--- config.mk ---
export PLATFORM = sky130hd
export DESIGN_NAME = fifo_with_undo_stack_core
export DESIGN_NICKNAME = d
export VERILOG_FILES = /design/src/hdl/fwus_pkg.sv /design/src/hdl/fwus_ctrl.sv /design/src/hdl/fwus_dp.sv /design/src/hdl/fifo_with_undo_stack_core.sv
export SDC_FILE = /design/constraint.sdc
export NUM_CORES = 2
export LEC_CHECK = 0
export ABC_AREA = 1
export ABC_CLOCK_PERIOD_IN_PS = 4390
export BUFFER_PORTS_ARGS = -buffer_cell sky130_fd_sc_hd__clkbuf_2
export CORE_AREA = 2 2 390 392
export CTS_CLUSTER_SIZE = 24
export DETAILED_ROUTE_END_ITERATION = 6
export DIE_AREA = 0 0 392 394
export PLACE_DENSITY = 0.61
export SLEW_MARGIN = 20
export SYNTH_ARGS = -nofsm -noshare
export SYNTH_HDL_FRONTEND = slang
export SYNTH_SLANG_ARGS = --single-unit
--- constraint.sdc ---
create_clock -name clk -period 4.39 [get_ports clk]
set_input_delay 0.439 -clock clk [delete_from_list [all_inputs] [get_ports clk]]
set_output_delay 0.439 -clock clk [all_outputs]
set_load 0.02 [all_outputs]
--- src/hdl/fwus_pkg.sv ---
`timescale 1ns / 1ps
// ----------------------------------------------------------------------------
// fwus_pkg
// Shared request/result codes, field widths and controller command type.
// ----------------------------------------------------------------------------
package fwus_pkg;

  localparam int REQ_W   = 2;
  localparam int ID_W    = 16;
  localparam int PRIO_W  = 8;
  localparam int CODE_W  = 3;
  localparam int COUNT_W = 6;

  localparam logic [REQ_W-1:0] REQ_ENQUEUE = 2'd0;
  localparam logic [REQ_W-1:0] REQ_EXECUTE = 2'd1;
  localparam logic [REQ_W-1:0] REQ_UNDO    = 2'd2;

  localparam logic [CODE_W-1:0] RES_OK          = 3'd0;
  localparam logic [CODE_W-1:0] RES_FIFO_FULL   = 3'd1;
  localparam logic [CODE_W-1:0] RES_FIFO_EMPTY  = 3'd2;
  localparam logic [CODE_W-1:0] RES_STACK_EMPTY = 3'd3;
  localparam logic [CODE_W-1:0] RES_STACK_LOST  = 3'd4;
  localparam logic [CODE_W-1:0] RES_FIFO_LOST   = 3'd5;

  typedef struct packed {
    logic capture;  // latch request, read both stores
    logic commit;   // apply request, load result register
  } fwus_cmd_t;

endpackage

--- src/hdl/fwus_ctrl.sv ---
`timescale 1ns / 1ps
// ----------------------------------------------------------------------------
// fwus_ctrl
// Sequencer: accepts a request, waits in the exec state for the store
// reads, then commits once the result register is free.
// ----------------------------------------------------------------------------
module fwus_ctrl
  import fwus_pkg::*;
(
  input  logic      clk,
  input  logic      rst_n,
  input  logic      in_valid,
  output logic      in_ready,
  output logic      out_valid,
  input  logic      out_ready,
  output fwus_cmd_t cmd
);

  localparam logic ST_IDLE = 1'b0;
  localparam logic ST_EXEC = 1'b1;

  logic state_r, state_nxt;
  logic out_valid_r, out_valid_nxt;

  assign in_ready    = (state_r == ST_IDLE);
  assign cmd.capture = in_valid && in_ready;
  assign cmd.commit  = (state_r == ST_EXEC) && (!out_valid_r || out_ready);
  assign out_valid   = out_valid_r;

  always_comb begin
    state_nxt = state_r;
    case (state_r)
      ST_IDLE: begin
        if (cmd.capture) state_nxt = ST_EXEC;
      end
      ST_EXEC: begin
        if (cmd.commit) state_nxt = ST_IDLE;
      end
      default: state_nxt = ST_IDLE;
    endcase
  end

  always_comb begin
    if (cmd.commit) out_valid_nxt = 1'b1;
    else if (out_ready) out_valid_nxt = 1'b0;
    else out_valid_nxt = out_valid_r;
  end

  always_ff @(posedge clk) begin
    if (!rst_n) begin
      state_r     <= ST_IDLE;
      out_valid_r <= 1'b0;
    end else begin
      state_r     <= state_nxt;
      out_valid_r <= out_valid_nxt;
    end
  end

  a_no_overlap: assert property (@(posedge clk) disable iff (!rst_n)
    !(cmd.capture && cmd.commit))
    else $error("capture and commit in same cycle");

  a_capture_to_exec: assert property (@(posedge clk) disable iff (!rst_n)
    cmd.capture |=> (state_r == ST_EXEC))
    else $error("capture did not enter exec");

  a_commit_loads_out: assert property (@(posedge clk) disable iff (!rst_n)
    cmd.commit |=> out_valid_r)
    else $error("commit did not raise out_valid");

  a_stall_holds: assert property (@(posedge clk) disable iff (!rst_n)
    (state_r == ST_EXEC) && out_valid_r && !out_ready |=> (state_r == ST_EXEC))
    else $error("exec left while result register blocked");

endmodule

--- src/hdl/fwus_dp.sv ---
`timescale 1ns / 1ps
// ----------------------------------------------------------------------------
// fwus_dp
// Datapath: FIFO and stack memories, pointers, counts and result register.
// ----------------------------------------------------------------------------
module fwus_dp
  import fwus_pkg::*;
#(
  parameter int FIFO_DEPTH  = 32,
  parameter int STACK_DEPTH = 32,
  parameter int ID_BITS     = 16
) (
  input  logic              clk,
  input  logic              rst_n,
  input  fwus_cmd_t         cmd,
  input  logic [REQ_W-1:0]  in_req_type,
  input  logic [ID_W-1:0]   in_package_id,
  input  logic [PRIO_W-1:0] in_package_priority,
  output logic [CODE_W-1:0] out_result_code,
  output logic [ID_W-1:0]   out_moved_id,
  output logic [PRIO_W-1:0] out_moved_priority,
  output logic [COUNT_W-1:0] out_fifo_count,
  output logic [COUNT_W-1:0] out_stack_count
);

  localparam int ENTRY_W = ID_BITS + PRIO_W;
  localparam int FAW = (FIFO_DEPTH > 1) ? $clog2(FIFO_DEPTH) : 1;
  localparam int FCW = $clog2(FIFO_DEPTH + 1);
  localparam int SAW = (STACK_DEPTH > 1) ? $clog2(STACK_DEPTH) : 1;
  localparam int SCW = $clog2(STACK_DEPTH + 1);

  logic [ENTRY_W-1:0] fifo_mem [FIFO_DEPTH];
  logic [ENTRY_W-1:0] stack_mem [STACK_DEPTH];

  logic [FAW-1:0] head_r, head_nxt;
  logic [FCW-1:0] fifo_used_r, fifo_used_nxt;
  logic [SCW-1:0] stack_used_r, stack_used_nxt;

  logic [REQ_W-1:0]   req_r;
  logic [ENTRY_W-1:0] new_entry_r;
  logic [ENTRY_W-1:0] fifo_rd_r;
  logic [ENTRY_W-1:0] stack_rd_r;

  logic [CODE_W-1:0]  code_r;
  logic [ENTRY_W-1:0] moved_r;
  logic [COUNT_W-1:0] fifo_cnt_r;
  logic [COUNT_W-1:0] stack_cnt_r;

  logic               fifo_full, fifo_empty, stack_full, stack_empty;
  logic [FCW:0]       tail_sum;
  logic [FAW-1:0]     tail;
  logic               fifo_we, stack_we;
  logic [CODE_W-1:0]  code;
  logic [ENTRY_W-1:0] entry;

  assign fifo_full   = (fifo_used_r == FCW'(FIFO_DEPTH));
  assign fifo_empty  = (fifo_used_r == '0);
  assign stack_full  = (stack_used_r == SCW'(STACK_DEPTH));
  assign stack_empty = (stack_used_r == '0);

  assign tail_sum = (FCW+1)'(head_r) + (FCW+1)'(fifo_used_r);
  assign tail = (tail_sum >= (FCW+1)'(FIFO_DEPTH)) ?
                FAW'(tail_sum - (FCW+1)'(FIFO_DEPTH)) : FAW'(tail_sum);

  always_comb begin
    head_nxt       = head_r;
    fifo_used_nxt  = fifo_used_r;
    stack_used_nxt = stack_used_r;
    fifo_we        = 1'b0;
    stack_we       = 1'b0;
    code           = RES_OK;
    entry          = '0;
    case (req_r)
      REQ_ENQUEUE: begin
        if (fifo_full) begin
          code = RES_FIFO_FULL;
        end else begin
          entry         = new_entry_r;
          fifo_we       = 1'b1;
          fifo_used_nxt = fifo_used_r + FCW'(1);
        end
      end
      REQ_EXECUTE: begin
        if (fifo_empty) begin
          code = RES_FIFO_EMPTY;
        end else begin
          entry         = fifo_rd_r;
          head_nxt      = (head_r == FAW'(FIFO_DEPTH - 1)) ? '0 : head_r + FAW'(1);
          fifo_used_nxt = fifo_used_r - FCW'(1);
          if (stack_full) begin
            code = RES_STACK_LOST;
          end else begin
            stack_we       = 1'b1;
            stack_used_nxt = stack_used_r + SCW'(1);
          end
        end
      end
      REQ_UNDO: begin
        if (stack_empty) begin
          code = RES_STACK_EMPTY;
        end else begin
          entry          = stack_rd_r;
          stack_used_nxt = stack_used_r - SCW'(1);
          if (fifo_full) begin
            code = RES_FIFO_LOST;
          end else begin
            fifo_we       = 1'b1;
            fifo_used_nxt = fifo_used_r + FCW'(1);
          end
        end
      end
      default: code = RES_OK;
    endcase
  end

  always_ff @(posedge clk) begin
    if (cmd.commit && fifo_we) fifo_mem[tail] <= entry;
    if (cmd.capture) fifo_rd_r <= fifo_mem[head_r];
  end

  always_ff @(posedge clk) begin
    if (cmd.commit && stack_we) stack_mem[SAW'(stack_used_r)] <= entry;
    if (cmd.capture) stack_rd_r <= stack_mem[SAW'(stack_used_r - SCW'(1))];
  end

  always_ff @(posedge clk) begin
    if (cmd.capture) begin
      req_r       <= in_req_type;
      new_entry_r <= {in_package_priority, ID_BITS'(in_package_id)};
    end
    if (cmd.commit) begin
      code_r      <= code;
      moved_r     <= entry;
      fifo_cnt_r  <= COUNT_W'(fifo_used_nxt);
      stack_cnt_r <= COUNT_W'(stack_used_nxt);
    end
  end

  always_ff @(posedge clk) begin
    if (!rst_n) begin
      head_r       <= '0;
      fifo_used_r  <= '0;
      stack_used_r <= '0;
    end else if (cmd.commit) begin
      head_r       <= head_nxt;
      fifo_used_r  <= fifo_used_nxt;
      stack_used_r <= stack_used_nxt;
    end
  end

  assign out_result_code    = code_r;
  assign out_moved_id       = ID_W'(moved_r[ID_BITS-1:0]);
  assign out_moved_priority = moved_r[ENTRY_W-1:ID_BITS];
  assign out_fifo_count     = fifo_cnt_r;
  assign out_stack_count    = stack_cnt_r;

endmodule

--- src/hdl/fifo_with_undo_stack_core.sv ---
`timescale 1ns / 1ps
// ----------------------------------------------------------------------------
// fifo_with_undo_stack_core
// Circular pending queue with a history stack for undo.
// ----------------------------------------------------------------------------
// Input channel (in_valid/in_ready): one request per transaction, req_type
// 0 enqueue (package_id, package_priority), 1 execute (queue head onto the
// stack), 2 undo (stack top back to the queue tail).
// Result channel (out_valid/out_ready): one transaction per request with the
// status code, the entry moved (zero if none) and both occupancy counts
// after the request.
// Each request passes through two steps: capture reads the queue head and
// stack top from the synchronous-read memories, commit updates pointers,
// writes back and loads the result register. A new request is accepted
// only after the previous one has committed.
// The result register sits between the sides: a new request is accepted
// while a result waits, and its commit holds until that result is taken.
// Reset empties the queue and stack at once (pointers and counts only; no
// clearing pass). A stalled receiver holds the result steady.
// ----------------------------------------------------------------------------
module fifo_with_undo_stack_core
  import fwus_pkg::*;
#(
  parameter int FIFO_DEPTH  = 32,
  parameter int STACK_DEPTH = 32,
  parameter int ID_BITS     = 16
) (
  input  logic               clk,
  input  logic               rst_n,
  input  logic               in_valid,
  output logic               in_ready,
  input  logic [REQ_W-1:0]   in_req_type,
  input  logic [ID_W-1:0]    in_package_id,
  input  logic [PRIO_W-1:0]  in_package_priority,
  output logic               out_valid,
  input  logic               out_ready,
  output logic [CODE_W-1:0]  out_result_code,
  output logic [ID_W-1:0]    out_moved_id,
  output logic [PRIO_W-1:0]  out_moved_priority,
  output logic [COUNT_W-1:0] out_fifo_count,
  output logic [COUNT_W-1:0] out_stack_count
);

  fwus_cmd_t cmd;

  fwus_ctrl u_ctrl (
    .clk       (clk),
    .rst_n     (rst_n),
    .in_valid  (in_valid),
    .in_ready  (in_ready),
    .out_valid (out_valid),
    .out_ready (out_ready),
    .cmd       (cmd)
  );

  fwus_dp #(
    .FIFO_DEPTH  (FIFO_DEPTH),
    .STACK_DEPTH (STACK_DEPTH),
    .ID_BITS     (ID_BITS)
  ) u_dp (
    .clk                 (clk),
    .rst_n               (rst_n),
    .cmd                 (cmd),
    .in_req_type         (in_req_type),
    .in_package_id       (in_package_id),
    .in_package_priority (in_package_priority),
    .out_result_code     (out_result_code),
    .out_moved_id        (out_moved_id),
    .out_moved_priority  (out_moved_priority),
    .out_fifo_count      (out_fifo_count),
    .out_stack_count     (out_stack_count)
  );

endmodule

==> impl_metrics.prom <==
# TYPE chip_impl_metric gauge
chip_impl_info{name="cts_tree",value="done"} 1
chip_impl_metric{name="finalCriticalPeriod",unit="ns"} 3.71
chip_impl_metric{name="synth_cell_types",unit=""} 39
chip_impl_metric{name="max_clock_freq",unit="MHz"} 269
chip_impl_metric{name="detailedRoute.firstPassIterationCount",unit=""} 6
chip_impl_metric{name="post_cts_buffers",unit=""} 0
chip_impl_metric{name="rows",unit=""} 143
chip_impl_metric{name="core_area",unit="mm2"} 0.151
chip_impl_metric{name="netSwitchingPower",unit="mW"} 7.89
chip_impl_metric{name="p_leak",unit="nW"} 26.5
chip_impl_info{name="outcome",value="finished, final reports clean"} 1
chip_impl_metric{name="top_level_ports",unit=""} 71
chip_impl_metric{name="cts_buffers",unit=""} 170
chip_impl_info{name="final_common_cell",value="sky130_fd_sc_hd__edfxtp_1"} 1
chip_impl_metric{name="seq_area_frac_synth",unit=""} 0.742
chip_impl_metric{name="timing.max_cap.violations",unit=""} 0
chip_impl_info{name="route.top_layer_used",value="met4"} 1
chip_impl_metric{name="met2_wirelength",unit="um"} 87400
chip_impl_metric{name="fin_worst_skew",unit="ns"} 0.0384
chip_impl_metric{name="dp.final_hpwl",unit="um"} 110000
chip_impl_metric{name="m1WireLength",unit="um"} 80300
chip_impl_metric{name="vias",unit=""} 43515
chip_impl_metric{name="seq_power_share",unit=""} 0.527
chip_impl_metric{name="io_port_bufs",unit=""} 70
chip_impl_metric{name="syn-num-nets",unit=""} 5496
chip_impl_metric{name="final-setup-viol-count",unit=""} 0
chip_impl_metric{name="p_comb_frac",unit=""} 0.058
chip_impl_metric{name="cts.sinks",unit=""} 1668
chip_impl_metric{name="floorplan.die.width",unit="um"} 392
chip_impl_info{name="worst_setup_path_end_kind",value="register"} 1
chip_impl_metric{name="grt_pass1_wl",unit="um"} 277000
chip_impl_metric{name="drive_gt1_frac",unit=""} 0.105
chip_impl_metric{name="routed_wire_length_per_instance",unit="um"} 24.8
chip_impl_metric{name="synth-edff-count",unit=""} 1649
chip_impl_metric{name="slew-limit-headroom",unit=""} 0.262
chip_impl_metric{name="layout.core_utilization",unit=""} 0.505
chip_impl_metric{name="synth-async-reset-ratio",unit=""} 0
chip_impl_metric{name="worst-path-max-fanout",unit=""} 13
chip_impl_metric{name="antenna_found_initial",unit=""} 12
chip_impl_metric{name="fp.dieArea",unit="mm2"} 0.154
chip_impl_info{name="critPathLaunch",value="u_dp.fifo_used_r[0]"} 1
chip_impl_info{name="rsz0062_at_grt",value="false"} 1
chip_impl_metric{name="grt-ovfl-total",unit=""} 0
chip_impl_metric{name="cts_max_path_buffers",unit=""} 3
chip_impl_metric{name="met3_length",unit="um"} 17100
chip_impl_metric{name="cts_hold_buf",unit=""} 27
chip_impl_info{name="commonest_cells_after_routing_fill_and_taps_aside",value="1649 x sky130_fd_sc_hd__edfxtp_1, 1195 x sky130_fd_sc_hd__nand2_1, 598 x sky130_fd_sc_hd__nor2_1"} 1
chip_impl_metric{name="global_route.usage.total",unit=""} 0.244
chip_impl_info{name="critPathLaunchType",value="register"} 1
chip_impl_metric{name="worstMarginPinSlew",unit="ns"} 1.11
chip_impl_metric{name="crit_required",unit="ns"} 4.87
chip_impl_metric{name="number_of_gates_resized_after_cts",unit=""} 0
chip_impl_metric{name="slew_viol_final",unit=""} 0
chip_impl_metric{name="clk_pin_slew_worst_paths",unit="ns"} 0.06
chip_impl_metric{name="syn_area",unit="mm2"} 0.0672
chip_impl_metric{name="nNetsFinal",unit=""} 5591
chip_impl_metric{name="floorplan.initialDensity",unit=""} 0.446
chip_impl_metric{name="syn_inst",unit=""} 5447
chip_impl_metric{name="layout_worst_path_cycle_share",unit=""} 0.846
chip_impl_info{name="r2r-start",value="u_dp.fifo_used_r[0]"} 1
chip_impl_info{name="clock_tree_root_buffer_cell",value="sky130_fd_sc_hd__clkbuf_16"} 1
chip_impl_metric{name="grt_pass1_vias",unit=""} 40221
chip_impl_metric{name="detail_route.wirelength",unit="um"} 191000
chip_impl_metric{name="routabilityCongestion",unit=""} 0.913
chip_impl_metric{name="area_delta_synth_final",unit="%"} 13.1
chip_impl_metric{name="route.detailed.vias_per_inst",unit=""} 5.64
chip_impl_metric{name="timing.setup.tns",unit="ns"} 0
chip_impl_metric{name="largest_net_degree_at_the_start_of_global_routing",unit=""} 179
chip_impl_info{name="timing_worst_setup_path_type",value="register to register"} 1
chip_impl_info{name="hold_path.startpoint",value="out_ready"} 1
chip_impl_info{name="holdCritPathClass",value="input pin to register"} 1
chip_impl_metric{name="worst_ir_drop_vdd",unit="mV"} 0.394
chip_impl_metric{name="power_frac_clock",unit=""} 0.415
chip_impl_metric{name="synth-warning-count",unit=""} 0
chip_impl_info{name="ys.flop_type",value="sky130_fd_sc_hd__edfxtp_1"} 1
chip_impl_metric{name="die_h",unit="um"} 394
chip_impl_metric{name="drt_drc_violations_left",unit=""} 0
chip_impl_metric{name="power.internal",unit="mW"} 26.2
chip_impl_metric{name="synth_seq_cells",unit=""} 1668
chip_impl_metric{name="antenna_violating_nets_post_route",unit=""} 0
chip_impl_metric{name="clk_latency",unit="ns"} 0.81
chip_impl_metric{name="power_per_cell_area",unit="mW/mm2"} 448
chip_impl_metric{name="cts.htree.levels",unit=""} 4
chip_impl_metric{name="drt-initial-drc-count",unit=""} 5873
chip_impl_metric{name="fraction_of_power_spent_switching_nets",unit=""} 0.232
chip_impl_metric{name="timing_hold_violations_final",unit=""} 0
chip_impl_metric{name="critPathArrivalTime",unit="ns"} 4.19
chip_impl_metric{name="syn_area_per_cell",unit="um2"} 12.3
chip_impl_metric{name="nFillCells",unit=""} 13070
[worst max-delay path, cell delays in order, from the launching register on]
cell                      delay (ns)
sky130_fd_sc_hd__dfxtp_1        0.55
sky130_fd_sc_hd__inv_1          0.14
sky130_fd_sc_hd__ha_1           0.26
sky130_fd_sc_hd__nand3_1        0.34
sky130_fd_sc_hd__nand2_1        0.27
sky130_fd_sc_hd__inv_2          0.11
sky130_fd_sc_hd__nand2_1        0.07
sky130_fd_sc_hd__nor2_1         0.25
sky130_fd_sc_hd__nand2_1        0.35
sky130_fd_sc_hd__nor2_2         0.68
sky130_fd_sc_hd__buf_4          0.36
[cells in the mapped netlist (3+ instances only)]
| cell | n | share of area |
|---|---|---|
| sky130_fd_sc_hd__o21ai_0 | 409 | 0.030 |
| sky130_fd_sc_hd__a21oi_1 | 133 | 0.0099 |
| sky130_fd_sc_hd__buf_2 | 90 | 0.0067 |
| sky130_fd_sc_hd__buf_1 | 54 | 0.0030 |
| sky130_fd_sc_hd__a31oi_1 | 17 | 0.0016 |
| sky130_fd_sc_hd__ha_1 | 18 | 0.0033 |
| sky130_fd_sc_hd__edfxtp_1 | 1649 | 0.74 |
| sky130_fd_sc_hd__o31ai_1 | 24 | 0.0027 |
| sky130_fd_sc_hd__nand2_1 | 1195 | 0.067 |
| sky130_fd_sc_hd__clkbuf_1 | 151 | 0.0084 |
| sky130_fd_sc_hd__nand3_2 | 5 | 0.00074 |
| sky130_fd_sc_hd__nand3b_1 | 24 | 0.0027 |
| sky130_fd_sc_hd__buf_6 | 22 | 0.0037 |
| sky130_fd_sc_hd__nand3_1 | 561 | 0.042 |
| sky130_fd_sc_hd__inv_2 | 10 | 0.00056 |
| sky130_fd_sc_hd__and2_1 | 3 | 0.00028 |
| sky130_fd_sc_hd__buf_4 | 21 | 0.0023 |
| sky130_fd_sc_hd__inv_1 | 111 | 0.0062 |
| sky130_fd_sc_hd__nand4_1 | 29 | 0.0027 |
| sky130_fd_sc_hd__nor2_1 | 665 | 0.037 |
| sky130_fd_sc_hd__o21ai_1 | 17 | 0.0013 |
| sky130_fd_sc_hd__dfxtp_1 | 19 | 0.0057 |
| sky130_fd_sc_hd__o211ai_1 | 194 | 0.022 |
| sky130_fd_sc_hd__xor2_1 | 7 | 0.00091 |
[cell type report]
class	count	area, um2	area share
clock inverters	107	1010	0.0133
well taps	2030	2540	0.0334
inverters	123	490	0.00645
repair buffers	263	2240	0.0295
flip-flops and latches	1668	49900	0.656
multi-input cells	3316	15400	0.203
clock buffers	207	4430	0.0583
diodes	3	7.51	0.0000987
[flip-flops by register name, summed over array words and instances (netlist names)]
name	flops
u_dp.new_entry_r	24
u_dp.fifo_mem	768
u_ctrl.state_r	1
u_ctrl.out_valid	1
u_dp.req_r	2
u_dp.fifo_rd_r	24
u_dp.stack_rd_r	24
u_dp.stack_mem	768
u_dp.moved_r	24
u_dp.head_r	5
u_dp.out_stack_count	6
u_dp.stack_used_r	6
u_dp.out_result_code	3
u_dp.out_fifo_count	6
u_dp.fifo_used_r	6
[metal layers]
metal  up-vias  track usage
met2      2002        0.371
met3       277       0.0371
met5         -            0
met4         0       0.0823
li1      19661            -
met1     21575        0.358
[power groups by stage]
stage	Clock, mW	Sequential [mW]	Combinational, mW
after floorplan	0	18.2	0.989
after global placement	0	18.3	1.92
after detailed placement	0	18.3	1.94
after CTS	14.3	17.9	1.96
after global routing	14.9	17.9	2.10
final	14.1	17.9	1.97
[per-stage QoR]
step / std cells / instance area [um2] / power [mW] / hold slack [ns] / worst slack [ns]
2_1_floorplan: 5447 / 67200 / 19.2 / 0.471 / 0.280
3_3_place_gp: 7373 / 70300 / 20.2 / 0.497 / 0.758
3_5_place_dp: 7373 / 70300 / 20.2 / 0.511 / 0.739
4_1_cts: 7714 / 76000 / 34.2 / 0.0980 / 0.663
5_1_grt: 7714 / 76100 / 35.0 / 0.0985 / 0.389
6_report: 7717 / 76100 / 34.0 / 0.132 / 0.678
[worst paths after layout]
path	slack [ns]	depth (start not counted)	endpoint
max	0.68	10	u_dp.stack_mem[8][9]
min	0.13	4	u_ctrl.out_valid
max reg2reg	0.68	10	u_dp.stack_mem[8][9]
min reg2reg	0.53	2	u_dp.fifo_used_r[5]
[kinds of logic (layout without fill, tap and decap cells)]
logic type                 Yosys count  in the layout  synth area share
and+or+nand+nor                   2491           2491             0.153
DFF                               1668           1668             0.742
AOI/OAI and AO/OA                  796            796            0.0677
buffers and inverters              463            700            0.0316
adders and majority gates           19             19           0.00365
xor gates and xnor gates            10             10           0.00180
other                                0              3                 0
Note: power is estimated with default switching activity, not from simulation.
